### config.mk
export PLATFORM = sky130hd
export DESIGN_NAME = frame_timing_sanitizer_flat
export DESIGN_NICKNAME = d
export VERILOG_FILES = /design/src/design/fts_pkg.sv /design/src/design/fts_req_if.sv /design/src/design/fts_rsp_if.sv /design/src/design/frame_timing_sanitizer.sv /design/src/flat_wrapper.sv
export SDC_FILE = /design/constraint.sdc
export NUM_CORES = 2
export LEC_CHECK = 0
export BUFFER_PORTS_ARGS = -buffer_cell sky130_fd_sc_hd__buf_2
export CAP_MARGIN = 20
export CORE_ASPECT_RATIO = 0.8
export CORE_MARGIN = 8
export CORE_UTILIZATION = 50
export DETAILED_ROUTE_END_ITERATION = 7
export GPL_TIMING_DRIVEN = 0
export MAX_ROUTING_LAYER = met4
export PLACE_DENSITY = 0.74
export SLEW_MARGIN = 20
export SYNTH_ARGS = -nofsm -noshare
export SYNTH_HDL_FRONTEND = slang
export SYNTH_SLANG_ARGS = --single-unit
### constraint.sdc
create_clock -name clk -period 13.3 [get_ports clk]
set_clock_uncertainty 0.2 [all_clocks]
set_input_delay 0.665 -clock clk [delete_from_list [all_inputs] [get_ports clk]]
set_output_delay 0.665 -clock clk [all_outputs]
set_load 0.005 [all_outputs]
### src/design/fts_pkg.sv
// ----------------------------------------------------------------------------
// fts_pkg
// Shared constants of the frame timing sanitizer: item kinds and the
// positions of the correction flags in a result item.
// ----------------------------------------------------------------------------
package fts_pkg;

	localparam int FLAG_BITS = 6;

	// kind field of an update item
	localparam logic KIND_UPDATE = 1'b0;
	localparam logic KIND_CLEAR  = 1'b1;

	// bit positions in fix_flags
	localparam int FL_FUTURE   = 0;
	localparam int FL_DL_EARLY = 1;
	localparam int FL_PT_EARLY = 2;
	localparam int FL_LAG      = 3;
	localparam int FL_FT_BACK  = 4;
	localparam int FL_PT_BACK  = 5;

	typedef logic [FLAG_BITS-1:0] flags_t;

endpackage

### src/design/fts_req_if.sv
// ----------------------------------------------------------------------------
// fts_req_if
// Update channel of the frame timing sanitizer: valid/ready plus one
// frame update or clear item.
// ----------------------------------------------------------------------------
interface fts_req_if #(
	parameter int TIME_BITS     = 63,
	parameter int INTERVAL_BITS = 32
);
	logic                     valid;
	logic                     ready;
	logic                     kind;
	logic [TIME_BITS-1:0]     in_frame_time;
	logic [TIME_BITS-1:0]     in_deadline;
	logic [TIME_BITS-1:0]     in_presentation_time;
	logic [INTERVAL_BITS-1:0] in_interval;
	logic [TIME_BITS-1:0]     now_time;

	modport source (
		output valid, kind, in_frame_time, in_deadline, in_presentation_time,
		       in_interval, now_time,
		input  ready
	);
	modport sink (
		input  valid, kind, in_frame_time, in_deadline, in_presentation_time,
		       in_interval, now_time,
		output ready
	);
endinterface

### src/design/fts_rsp_if.sv
// ----------------------------------------------------------------------------
// fts_rsp_if
// Result channel of the frame timing sanitizer: valid/ready plus one
// sanitized timing item.
// ----------------------------------------------------------------------------
interface fts_rsp_if #(
	parameter int TIME_BITS     = 63,
	parameter int INTERVAL_BITS = 32,
	parameter int COUNT_BITS    = 32
);
	logic                      valid;
	logic                      ready;
	logic [TIME_BITS-1:0]      out_frame_time;
	logic [TIME_BITS-1:0]      out_deadline;
	logic [TIME_BITS-1:0]      out_presentation_time;
	logic [INTERVAL_BITS-1:0]  out_interval;
	logic [TIME_BITS-1:0]      time_delta;
	logic [fts_pkg::FLAG_BITS-1:0] fix_flags;
	logic [COUNT_BITS-1:0]     frames_seen;

	modport source (
		output valid, out_frame_time, out_deadline, out_presentation_time,
		       out_interval, time_delta, fix_flags, frames_seen,
		input  ready
	);
	modport sink (
		input  valid, out_frame_time, out_deadline, out_presentation_time,
		       out_interval, time_delta, fix_flags, frames_seen,
		output ready
	);
endinterface

### src/design/frame_timing_sanitizer.sv
// ----------------------------------------------------------------------------
// frame_timing_sanitizer
// Cleans up frame timing: clamps, lag skip, monotonic frame/present times.
// ----------------------------------------------------------------------------
// Usage:
//   req carries one item per display frame: kind selects a frame update or
//   a clear of all tracked state. rsp returns exactly one item per req item.
//   An item is accepted when valid and ready are both high on a clock edge.
//   One item is processed at a time; req.ready is high only while idle.
// Processing steps:
//   clear item:              accept, then the output step
//   update, no lag skip:     clamps, lag, check, monotonic fixes, output
//   update with lag skip:    also divider and adjust steps
//   The lag skip is set by the remainder (lag mod interval), computed by a
//   restoring divider that takes one bit of the lag per cycle.
//   Each other step does a wide compare, subtract or saturating add.
// Stalls: the result sits in an output register; a new item is taken while
//   it waits, and processing holds in its last step until rsp frees it.
// Reset: arst_n clears the frame history, counter and delta, and drops
//   rsp.valid; an item can be taken at the first clock edge after release.
// ----------------------------------------------------------------------------
module frame_timing_sanitizer #(
	parameter int TIME_BITS     = 63,
	parameter int INTERVAL_BITS = 32,
	parameter int COUNT_BITS    = 32
) (
	input  logic      clk,
	input  logic      arst_n,
	fts_req_if.sink   req,
	fts_rsp_if.source rsp
);
	import fts_pkg::*;

	localparam int CMP_BITS = (TIME_BITS > INTERVAL_BITS) ? TIME_BITS : INTERVAL_BITS;
	localparam int DIV_CNT_BITS = $clog2(TIME_BITS);

	localparam logic [3:0] S_IDLE   = 4'd0;
	localparam logic [3:0] S_CLAMP1 = 4'd1;
	localparam logic [3:0] S_CLAMP2 = 4'd2;
	localparam logic [3:0] S_CLAMP3 = 4'd3;
	localparam logic [3:0] S_LAG    = 4'd4;
	localparam logic [3:0] S_CHK    = 4'd5;
	localparam logic [3:0] S_DIV    = 4'd6;
	localparam logic [3:0] S_ADJ1   = 4'd7;
	localparam logic [3:0] S_ADJ2   = 4'd8;
	localparam logic [3:0] S_ADJ3   = 4'd9;
	localparam logic [3:0] S_MONO1  = 4'd10;
	localparam logic [3:0] S_MONO2  = 4'd11;
	localparam logic [3:0] S_EMIT   = 4'd12;

	logic [3:0]               state_q;
	logic                     kind_q;
	logic [TIME_BITS-1:0]     ft_q, dl_q, pt_q, now_q, lag_q;
	logic [INTERVAL_BITS-1:0] iv_q, rem_q;
	flags_t                   flags_q;
	logic [DIV_CNT_BITS-1:0]  div_cnt_q;

	logic [TIME_BITS-1:0]     prev_ft_q, prev_pt_q, delta_q, dnext_q;
	logic [COUNT_BITS-1:0]    cnt_q;

	logic                     out_vld_q;
	logic [TIME_BITS-1:0]     res_ft_q, res_dl_q, res_pt_q;
	logic [INTERVAL_BITS-1:0] res_iv_q;
	flags_t                   res_flags_q;

	logic                     in_acc;
	logic                     out_free;
	logic [INTERVAL_BITS:0]   trial;
	logic [INTERVAL_BITS:0]   trial_diff;
	logic [TIME_BITS-1:0]     off;
	logic [TIME_BITS:0]       dl_sum, pt_sum, ft_diff, pt_diff;
	logic                     first;

	assign in_acc   = req.valid && req.ready;
	assign out_free = !out_vld_q || rsp.ready;
	assign req.ready = (state_q == S_IDLE);

	assign trial      = {rem_q, lag_q[TIME_BITS-1]};
	assign trial_diff = trial - {1'b0, iv_q};
	// remainder is below the interval, which is at most the lag
	assign off     = TIME_BITS'(CMP_BITS'(rem_q));
	assign dl_sum  = {1'b0, dl_q} + {1'b0, lag_q};
	assign pt_sum  = {1'b0, pt_q} + {1'b0, lag_q};
	assign ft_diff = {1'b0, ft_q} - {1'b0, prev_ft_q};
	assign pt_diff = {1'b0, pt_q} - {1'b0, prev_pt_q};
	assign first   = (cnt_q == '0);

	always_ff @(posedge clk or negedge arst_n) begin
		if (!arst_n) begin
			state_q   <= S_IDLE;
			out_vld_q <= 1'b0;
			prev_ft_q <= '0;
			prev_pt_q <= '0;
			delta_q   <= '0;
			cnt_q     <= '0;
		end else begin
			if (state_q == S_EMIT && out_free) begin
				out_vld_q <= 1'b1;
			end else if (rsp.ready) begin
				out_vld_q <= 1'b0;
			end
			unique case (state_q)
				S_IDLE: begin
					if (in_acc) begin
						kind_q  <= req.kind;
						ft_q    <= req.in_frame_time;
						dl_q    <= req.in_deadline;
						pt_q    <= req.in_presentation_time;
						iv_q    <= req.in_interval;
						now_q   <= req.now_time;
						flags_q <= '0;
						state_q <= (req.kind == KIND_CLEAR) ? S_EMIT : S_CLAMP1;
					end
				end
				S_CLAMP1: begin
					if (ft_q > now_q) begin
						ft_q <= now_q;
						flags_q[FL_FUTURE] <= 1'b1;
					end
					state_q <= S_CLAMP2;
				end
				S_CLAMP2: begin
					if (dl_q < ft_q) begin
						dl_q <= ft_q;
						flags_q[FL_DL_EARLY] <= 1'b1;
					end
					state_q <= S_CLAMP3;
				end
				S_CLAMP3: begin
					if (pt_q < dl_q) begin
						pt_q <= dl_q;
						flags_q[FL_PT_EARLY] <= 1'b1;
					end
					state_q <= S_LAG;
				end
				S_LAG: begin
					lag_q   <= now_q - ft_q;
					state_q <= S_CHK;
				end
				S_CHK: begin
					if (iv_q != '0 && CMP_BITS'(lag_q) >= CMP_BITS'(iv_q)) begin
						rem_q     <= '0;
						div_cnt_q <= DIV_CNT_BITS'(TIME_BITS - 1);
						flags_q[FL_LAG] <= 1'b1;
						state_q   <= S_DIV;
					end else begin
						state_q <= S_MONO1;
					end
				end
				S_DIV: begin
					// one quotient bit per cycle; rotate the lag so it is intact at the end
					rem_q <= trial_diff[INTERVAL_BITS] ? trial[INTERVAL_BITS-1:0]
					                                   : trial_diff[INTERVAL_BITS-1:0];
					lag_q <= {lag_q[TIME_BITS-2:0], lag_q[TIME_BITS-1]};
					div_cnt_q <= div_cnt_q - 1'b1;
					if (div_cnt_q == '0) begin
						state_q <= S_ADJ1;
					end
				end
				S_ADJ1: begin
					lag_q   <= lag_q - off;
					state_q <= S_ADJ2;
				end
				S_ADJ2: begin
					ft_q    <= now_q - off;
					dl_q    <= dl_sum[TIME_BITS] ? '1 : dl_sum[TIME_BITS-1:0];
					state_q <= S_ADJ3;
				end
				S_ADJ3: begin
					pt_q    <= pt_sum[TIME_BITS] ? '1 : pt_sum[TIME_BITS-1:0];
					state_q <= S_MONO1;
				end
				S_MONO1: begin
					// stage the new delta; the waiting result still shows the old one
					if (!first) begin
						if (ft_diff[TIME_BITS]) begin
							ft_q    <= prev_ft_q;
							dnext_q <= '0;
							flags_q[FL_FT_BACK] <= 1'b1;
						end else begin
							dnext_q <= ft_diff[TIME_BITS-1:0];
						end
					end else begin
						dnext_q <= delta_q;
					end
					state_q <= S_MONO2;
				end
				S_MONO2: begin
					if (!first && pt_diff[TIME_BITS]) begin
						pt_q <= prev_pt_q;
						flags_q[FL_PT_BACK] <= 1'b1;
					end
					state_q <= S_EMIT;
				end
				S_EMIT: begin
					// hold here until the output register is free
					if (out_free) begin
						state_q   <= S_IDLE;
						if (kind_q == KIND_CLEAR) begin
							prev_ft_q <= '0;
							prev_pt_q <= '0;
							delta_q   <= '0;
							cnt_q     <= '0;
						end else begin
							prev_ft_q <= ft_q;
							prev_pt_q <= pt_q;
							delta_q   <= dnext_q;
							if (cnt_q != '1) begin
								cnt_q <= cnt_q + 1'b1;
							end
						end
					end
				end
				default: state_q <= S_IDLE;
			endcase
		end
	end

	always_ff @(posedge clk) begin
		if (state_q == S_EMIT && out_free) begin
			if (kind_q == KIND_CLEAR) begin
				res_ft_q    <= '0;
				res_dl_q    <= '0;
				res_pt_q    <= '0;
				res_iv_q    <= '0;
				res_flags_q <= '0;
			end else begin
				res_ft_q    <= ft_q;
				res_dl_q    <= dl_q;
				res_pt_q    <= pt_q;
				res_iv_q    <= iv_q;
				res_flags_q <= flags_q;
			end
		end
	end

	assign rsp.valid                 = out_vld_q;
	assign rsp.out_frame_time        = res_ft_q;
	assign rsp.out_deadline          = res_dl_q;
	assign rsp.out_presentation_time = res_pt_q;
	assign rsp.out_interval          = res_iv_q;
	assign rsp.time_delta            = delta_q;
	assign rsp.fix_flags             = res_flags_q;
	assign rsp.frames_seen           = cnt_q;

	// presentation never ends up before the deadline
	a_pt_after_dl: assert property (@(posedge clk) disable iff (!arst_n)
		rsp.valid |-> rsp.out_presentation_time >= rsp.out_deadline)
		else $error("presentation time before deadline");

	// partial remainder stays below the divisor
	a_rem_range: assert property (@(posedge clk) disable iff (!arst_n)
		state_q == S_DIV |-> CMP_BITS'(rem_q) < CMP_BITS'(iv_q))
		else $error("divider remainder out of range");

	// a lag skip needs a nonzero interval
	a_lag_iv: assert property (@(posedge clk) disable iff (!arst_n)
		(rsp.valid && rsp.fix_flags[FL_LAG]) |-> rsp.out_interval != '0)
		else $error("lag skip with zero interval");

	// a result after a clear carries no corrections
	a_clear_flags: assert property (@(posedge clk) disable iff (!arst_n)
		(rsp.valid && rsp.frames_seen == '0) |-> rsp.fix_flags == '0)
		else $error("flags set on cleared result");

	// the frame history changes only when a result is issued
	a_hist_emit: assert property (@(posedge clk) disable iff (!arst_n)
		(state_q != S_EMIT) |=> $stable(prev_ft_q) && $stable(cnt_q))
		else $error("frame history changed outside result issue");

endmodule

### src/flat_wrapper.sv
// flat-port wrapper written by rule: the top's interface ports become plain ports
module frame_timing_sanitizer_flat import fts_pkg::*;
#(
	parameter int TIME_BITS     = 63,
	parameter int INTERVAL_BITS = 32,
	parameter int COUNT_BITS    = 32
)
  (clk, arst_n, req_valid, req_kind, req_in_frame_time, req_in_deadline, req_in_presentation_time, req_in_interval, req_now_time, req_ready, rsp_valid, rsp_out_frame_time, rsp_out_deadline, rsp_out_presentation_time, rsp_out_interval, rsp_time_delta, rsp_fix_flags, rsp_frames_seen, rsp_ready);
  fts_req_if #(.TIME_BITS(TIME_BITS), .INTERVAL_BITS(INTERVAL_BITS)) req_i ();
  fts_rsp_if #(.TIME_BITS(TIME_BITS), .INTERVAL_BITS(INTERVAL_BITS), .COUNT_BITS(COUNT_BITS)) rsp_i ();
  input  logic clk;
  input  logic arst_n;
  input wire logic [$bits(req_i.valid)-1:0] req_valid;
  input wire logic [$bits(req_i.kind)-1:0] req_kind;
  input wire logic [$bits(req_i.in_frame_time)-1:0] req_in_frame_time;
  input wire logic [$bits(req_i.in_deadline)-1:0] req_in_deadline;
  input wire logic [$bits(req_i.in_presentation_time)-1:0] req_in_presentation_time;
  input wire logic [$bits(req_i.in_interval)-1:0] req_in_interval;
  input wire logic [$bits(req_i.now_time)-1:0] req_now_time;
  output wire logic [$bits(req_i.ready)-1:0] req_ready;
  output wire logic [$bits(rsp_i.valid)-1:0] rsp_valid;
  output wire logic [$bits(rsp_i.out_frame_time)-1:0] rsp_out_frame_time;
  output wire logic [$bits(rsp_i.out_deadline)-1:0] rsp_out_deadline;
  output wire logic [$bits(rsp_i.out_presentation_time)-1:0] rsp_out_presentation_time;
  output wire logic [$bits(rsp_i.out_interval)-1:0] rsp_out_interval;
  output wire logic [$bits(rsp_i.time_delta)-1:0] rsp_time_delta;
  output wire logic [$bits(rsp_i.fix_flags)-1:0] rsp_fix_flags;
  output wire logic [$bits(rsp_i.frames_seen)-1:0] rsp_frames_seen;
  input wire logic [$bits(rsp_i.ready)-1:0] rsp_ready;
  assign req_i.valid = req_valid;
  assign req_i.kind = req_kind;
  assign req_i.in_frame_time = req_in_frame_time;
  assign req_i.in_deadline = req_in_deadline;
  assign req_i.in_presentation_time = req_in_presentation_time;
  assign req_i.in_interval = req_in_interval;
  assign req_i.now_time = req_now_time;
  assign req_ready = req_i.ready;
  assign rsp_valid = rsp_i.valid;
  assign rsp_out_frame_time = rsp_i.out_frame_time;
  assign rsp_out_deadline = rsp_i.out_deadline;
  assign rsp_out_presentation_time = rsp_i.out_presentation_time;
  assign rsp_out_interval = rsp_i.out_interval;
  assign rsp_time_delta = rsp_i.time_delta;
  assign rsp_fix_flags = rsp_i.fix_flags;
  assign rsp_frames_seen = rsp_i.frames_seen;
  assign rsp_i.ready = rsp_ready;
  frame_timing_sanitizer #(.TIME_BITS(TIME_BITS), .INTERVAL_BITS(INTERVAL_BITS), .COUNT_BITS(COUNT_BITS)) u_core (.clk(clk), .arst_n(arst_n), .req(req_i), .rsp(rsp_i));
endmodule
# After elaboration in Yosys (flattened, before gate mapping)
# Cells that the tools add are included.
word_totals:
  ff_bits: 908
  inputBits: 289
  elab_cells: 153
classes:
  n_addsub: 10
  n_lt_le_gt_ge: 4
  n_eq_ne: 23
  n_mux: 49
  n_reduce_logical: 40
op_table:
  columns: ["operator", "n"]
  rows:
  - ["2-to-1 mux 63 bit", 16]
  - ["case mux 63 bit (4 select lines)", 2]
  - ["case mux 63 bit (3 select lines)", 2]
  - ["adder 63 x 63 -> 64 bit", 2]
  - ["2-to-1 mux 32 bit", 4]
  - ["subtractor 63 x 63 -> 64 bit", 2]
  - ["less-than comparator 63 bit", 2]
  - ["subtractor 63 x 32 -> 63 bit", 2]
  - ["case mux 32 bit (2 select lines)", 1]
  - [">= comparator 63 x 32 -> 1 bit", 1]
  - ["> comparator 63 bit", 1]
  - ["subtractor 63 bit", 1]
  - ["case mux 4 bit (13 select lines)", 1]
  - ["subtractor 33 x 32 -> 33 bit", 1]
  - ["adder 32 x 1 -> 32 bit (second input constant)", 1]
  - ["zero test 32 bit", 1]
  - ["!= test 32 bit (second input constant)", 1]
  - ["nonzero test 32 bit", 1]
  - ["AND reduction 4 bit", 6]
  - ["equality test 4 bit (second input constant)", 5]
  - ["2-to-1 mux 4 bit", 5]
  - ["nonzero test 2 bit", 9]
  - ["equality test 4 x 3 -> 1 bit (second input constant)", 4]
  - ["!= test 2 x 1 -> 1 bit (second input constant)", 8]
  - ["other kinds (19)", 47]

# Longest topological paths before layout
depth:
  depth_word: 5
  depth_mapped: 16
  ltp_nobuf: 15

# Worst setup path before layout
# OpenSTA, ideal clock, no wires.
synth_path:
  kind: "register to register"
  start: "register u_core.pt_q[8]"
  end: "register u_core.pt_q[0] (enable)"
  setup_time_ns: 0.819
  t_arrival_ns: 12.042
  path_slack_ns: 0.239
  stages_incl_launch_ff: 13
  path_buffers: 0
  period_less_slack_ns: 13.061
  cell_sequence: "edfxtp_1 > ha_1 > a21o_1 > a21o_1 > a21o_1 > a211oi_1 > o21ai_0 > o21a_1 > nor3_1 > o31ai_1 > a41oi_1 > a21oi_1 > a2111oi_0"
synth_via:
  elab_chain_cells: 4
  elab_cells_between_ends: 6
  cone_classes: "add/sub (1); order compare (1); eq/ne (2); reduce/logical (2)"
synth_rtl:
  columns: ["element", "line", "rtl"]
  rows:
  - ["from (decl)", "frame_timing_sanitizer.sv:53", "logic [TIME_BITS-1:0] ft_q, dl_q, pt_q, now_q, lag_q;"]
  - ["from (signal assigned)", "frame_timing_sanitizer.sv:108", "pt_q <= req.in_presentation_time;"]
  - ["from (signal assigned)", "frame_timing_sanitizer.sv:131", "pt_q <= dl_q;"]
  - ["from (signal assigned)", "frame_timing_sanitizer.sv:170", "pt_q <= pt_sum[TIME_BITS] ? '1 : pt_sum[TIME_BITS-1:0];"]
  - ["subtractor 63 x 63 -> 64 bit", "frame_timing_sanitizer.sv:85", "assign pt_diff = {1'b0, pt_q} - {1'b0, prev_pt_q};"]
  - ["logical AND 1 bit", "frame_timing_sanitizer.sv:189", "if (!first && pt_diff[TIME_BITS]) begin"]
  - ["!= test 2 x 1 -> 1 bit (no source line)", null, null]
  - ["AND reduction 5 bit (no source line) (*)", null, null]
# Mark *: on every way between the ends. The rest lies on a longest branch, timed or not.
# A chain may end at the register's enable or synchronous reset.

# Worst setup path after layout
layout_path:
  start: "register u_core.lag_q[62]"
  end: "register u_core.rem_q[30], data pin"
layout_via:
  elab_chain_cells: 3
layout_rtl:
  columns: ["element", "line", "rtl"]
  rows:
  - ["from (decl)", "frame_timing_sanitizer.sv:53", null]
  - ["from (signal assigned)", "frame_timing_sanitizer.sv:137", "lag_q <= now_q - ft_q;"]
  - ["from (signal assigned)", "frame_timing_sanitizer.sv:154", "lag_q <= {lag_q[TIME_BITS-2:0], lag_q[TIME_BITS-1]};"]
  - ["from (signal assigned)", "frame_timing_sanitizer.sv:161", "lag_q <= lag_q - off;"]
  - ["subtractor 33 x 32 -> 33 bit", "frame_timing_sanitizer.sv:79", "assign trial_diff = trial - {1'b0, iv_q};"]
  - ["2-to-1 mux 32 bit", "frame_timing_sanitizer.sv:152", "rem_q <= trial_diff[INTERVAL_BITS] ? trial[INTERVAL_BITS-1:0]"]
  - ["case mux 32 bit (2 select lines)", "frame_timing_sanitizer.sv:102", "unique case (state_q)"]
  - ["to (signal assigned)", "frame_timing_sanitizer.sv:152", null]
  - ["to (decl)", "frame_timing_sanitizer.sv:54", "logic [INTERVAL_BITS-1:0] iv_q, rem_q;"]
# Every way passes these cells.

==> key figures <==
Layout
  • Non-Filler Instances: 9253
  • Most common cell after layout, fill and taps aside: edfxtp_1
  • Net count, final: 8351
  • Share of cells above drive strength 1: 0.133
  • Most frequent cells in the layout: edfxtp_1 (682), buf_2 (629), nand2_1 (586), ha_1 (570), a21oi_1 (550)
  • Area growth, synth to finish: 16.3%
  • Final Util: 0.587
  • Multi-input logic area: 34300 um2
  • FF+latch area: 26100 um2
  • Filler Cell Count: 10800

Critical path
  • CP startpoint: u_core.lag_q[62]
  • R2R Setup Slk: 7.06 ns
  • End point of the critical path: u_core.rem_q[30]
  • Reg2Reg Depth: 15
  • Worst EP required: 13.56 ns
  • R2R Path End: u_core.rem_q[30]
  • CP max FO: 10
  • Launch point of the worst reg-to-reg path: u_core.lag_q[62]
  • Startpoint type of the worst setup path: register
  • Crit. End Element: register
  • Critical Path AT: 6.50 ns
  • Crit Path Class: register to register

Power
  • Clk pwr share: 0.170
  • Total power: 17.3 mW
  • Gate power share: 0.533
  • PD cells: 235 nW/um2
  • P_int: 8.93 mW
  • Leak: 31.2 nW
  • Flop pwr share: 0.297
  • P_sw: 8.35 mW
  • Sw Ratio: 0.483
  • Peak supply drop: 0.000146 V

Drt
  • Drt total wl: 292000 um
  • DR vias: 60400
  • Post-route ant nets: 0
  • Drt via density: 6.53
  • WL/cell: 31.6 um
  • DRC Markers: 94
  • Iter 0 DRT Violations: 9086
  • Pre-Repair DR Iteration Count: 8

Status
  • Status: finished with violations
  • Failing checks: design-rule violations

Synthesis
  • Synth Register Bits: 908
  • Ys flop type: edfxtp_1
  • Distinct cells, synth: 82
  • Syn Area/Cell: 9.53 um2
  • Sequential area share after synthesis: 0.414
  • Post-Syn Area: 63200 um2
  • YS warnings: 0
  • Post-synth EDFFs: 682
  • Ys async rst share: 0.249
  • Syn_nets: 7496
  • Syn Inst Count: 6630

STA
  • Fin crit share: 0.469
  • Max Fclk: 160 MHz
  • RSZ-0062 raised after global routing: no
  • Final setup TNS: 0 ns
  • Final hold violation count: 0
  • Slew HR: 0.186
  • Slew Limit Fails: 0
  • Setup violators final: 0
  • Clock period minus worst slack: 6.24 ns
  • Worst-margin pin slew: 1.21 ns

Clock network
  • CTS tree: built
  • CTS root buffer: clkbuf_16
  • Maximum buffer depth of the clock tree: 3
  • Cts bufs inserted: 97
  • Skew-Pair Late Insertion Delay: 0.75 ns
  • H-tree levels: 3
  • Worst-path clk slew: 0.07 ns
  • CTS Sinks: 908

Placement
  • Inst Count DP: 8933
  • Hpwl dp: 242000 um
  • IO buf count: 612
  • Gpl congestion: 1.06

Die
  • FP Rows: 116
  • Initial Util: 0.504
  • I/O pins: 613
  • Die X: 413 um
  • Core area: 125000 um2
  • Total die area: 138000 um2
  • Die Y: 334 um

Global route
  • Remaining global-route overflow: 0
  • GR Util All Layers: 0.417
  • First-pass GRT wire length: 407000 um
  • Initial antenna violation count: 31
  • Largest net degree at the start of global routing: 116
  • Vias in the first global route: 57600

Hold path
  • Worst hold path type: input pin to register

Flow run
  • Number of max-cap violations: 0
[stage by stage]
| stage | setup WS [ns] | cell area (um2) | hold slack (ns) |
|---|---|---|---|
| finish | 7.06 | 73500 | 0.0287 |
| global route | 7.01 | 73400 | 0.0217 |
| CTS | 7.28 | 73400 | 0.00165 |
| detailed placement | 7.32 | 69000 | 0.301 |
| global placement | -11.45 | 68300 | 0.293 |
| floorplan | 0.239 | 63200 | 0.169 |
[power groups by stage]
stage | Sequential, mW | Clock (mW) | Combinational, mW
2_1_floorplan | 4.46 | 0 | 6.08
3_3_place_gp | 5.14 | 0 | 8.71
3_5_place_dp | 5.05 | 0 | 8.90
4_1_cts | 5.01 | 2.93 | 8.98
5_1_grt | 5.10 | 3.02 | 9.93
6_report | 5.14 | 2.93 | 9.21
[worst max-delay path: stages, from the launching register on]
cell	delay [ns]
edfxtp_1	1.10
inv_1	0.48
ha_1	0.38
fa_1	0.41
nand2b_1	0.19
a211oi_1	0.38
o41a_1	0.31
a211o_1	0.24
a21oi_1	0.19
o21ai_0	0.33
a21o_1	0.17
a21oi_1	0.10
xnor2_2	0.60
clkbuf_1	0.56
mux2i_1	0.25
nor2_1	0.06
[synthesized netlist by cell type (all sizes together), types with 12 or more instances]
master / number / area share
a31oi: 34 / 0.0035
nor4: 50 / 0.0050
and3: 34 / 0.0034
nor3: 89 / 0.0070
nand2b: 59 / 0.0058
o22ai: 12 / 0.0012
or2: 18 / 0.0018
o221ai: 35 / 0.0049
o21ai: 491 / 0.039
a21o: 253 / 0.030
o211ai: 31 / 0.0037
clkbuf: 298 / 0.018
xor2: 195 / 0.027
buf: 24 / 0.0015
ha: 570 / 0.11
nand4: 132 / 0.013
or4: 13 / 0.0017
xnor2: 202 / 0.028
a22oi: 31 / 0.0037
nand3: 137 / 0.011
a221oi: 14 / 0.0019
or3: 25 / 0.0026
o21a: 51 / 0.0061
a22o: 25 / 0.0035
o31ai: 64 / 0.0076
a222oi: 115 / 0.018
mux2: 127 / 0.023
nor2b: 137 / 0.014
o41ai: 13 / 0.0018
nand2: 586 / 0.035
o21bai: 64 / 0.0076
a21oi: 551 / 0.044
inv: 417 / 0.025
edfxtp: 682 / 0.32
a221o: 69 / 0.011
dfrtp: 226 / 0.090
nor2: 502 / 0.030
mux2i: 30 / 0.0048
and2: 20 / 0.0020
a211oi: 41 / 0.0049
[cell type report]
type | instances | area share
multi-input combinational | 4980 | 0.468
clock buffer | 127 | 0.0355
inverter | 420 | 0.0216
clock inverter | 56 | 0.0101
timing repair buffer | 756 | 0.0636
sequential | 908 | 0.356
buffer | 322 | 0.0167
antenna | 32 | 0.00109
tap | 1652 | 0.0281
[logic make-up after synthesis]
| kind of cell | count (synthesis) | synth area share |
|---|---|---|
| buffers and inverters | 742 | 0.0442 |
| adder cells (fa/ha/maj) | 577 | 0.115 |
| XOR/XNOR | 397 | 0.0550 |
| AND/OR/NAND/NOR | 1841 | 0.136 |
| flip-flops | 908 | 0.414 |
| AO/OA/AOI/OAI | 2008 | 0.208 |
| multiplexers | 157 | 0.0274 |
[what timing repair did]
| item | in CTS | in global routing |
|---|---|---|
| endpoints found under the hold margin | 167 | 0 |
| setup endpoints to repair | 0 | 0 |
| hold buffers | 105 | 0 |
| gates resized for setup | 0 | 0 |
| buffers inserted | 0 | 0 |
[worst min path at each step]
stage	startpoint	to	slack (ns)	depth (start not counted)
after global placement	u_core.prev_pt_q[58]	u_core.prev_pt_q[58]	0.29	1
after floorplan	arst_n	u_core.prev_ft_q[0]	0.17	0
after global routing	req_in_deadline[52]	u_core.dl_q[52]	0.02	2
after CTS	req_in_presentation_time[47]	u_core.pt_q[47]	0.002	3
final	req_in_deadline[0]	u_core.dl_q[0]	0.03	2
after detailed placement	u_core.prev_pt_q[60]	u_core.prev_pt_q[60]	0.30	1
[routing by layer]
layer | wire length [um] | part of all wire | GRT usage
met3 | 39000 | 0.13 | 0.137
met2 | 120000 | 0.41 | 0.582
met5 | 0 | 0 | -
met1 | 116000 | 0.40 | 0.545
met4 | 17000 | 0.058 | 0.197
No activity file was read; power rests on OpenSTA's default activity.
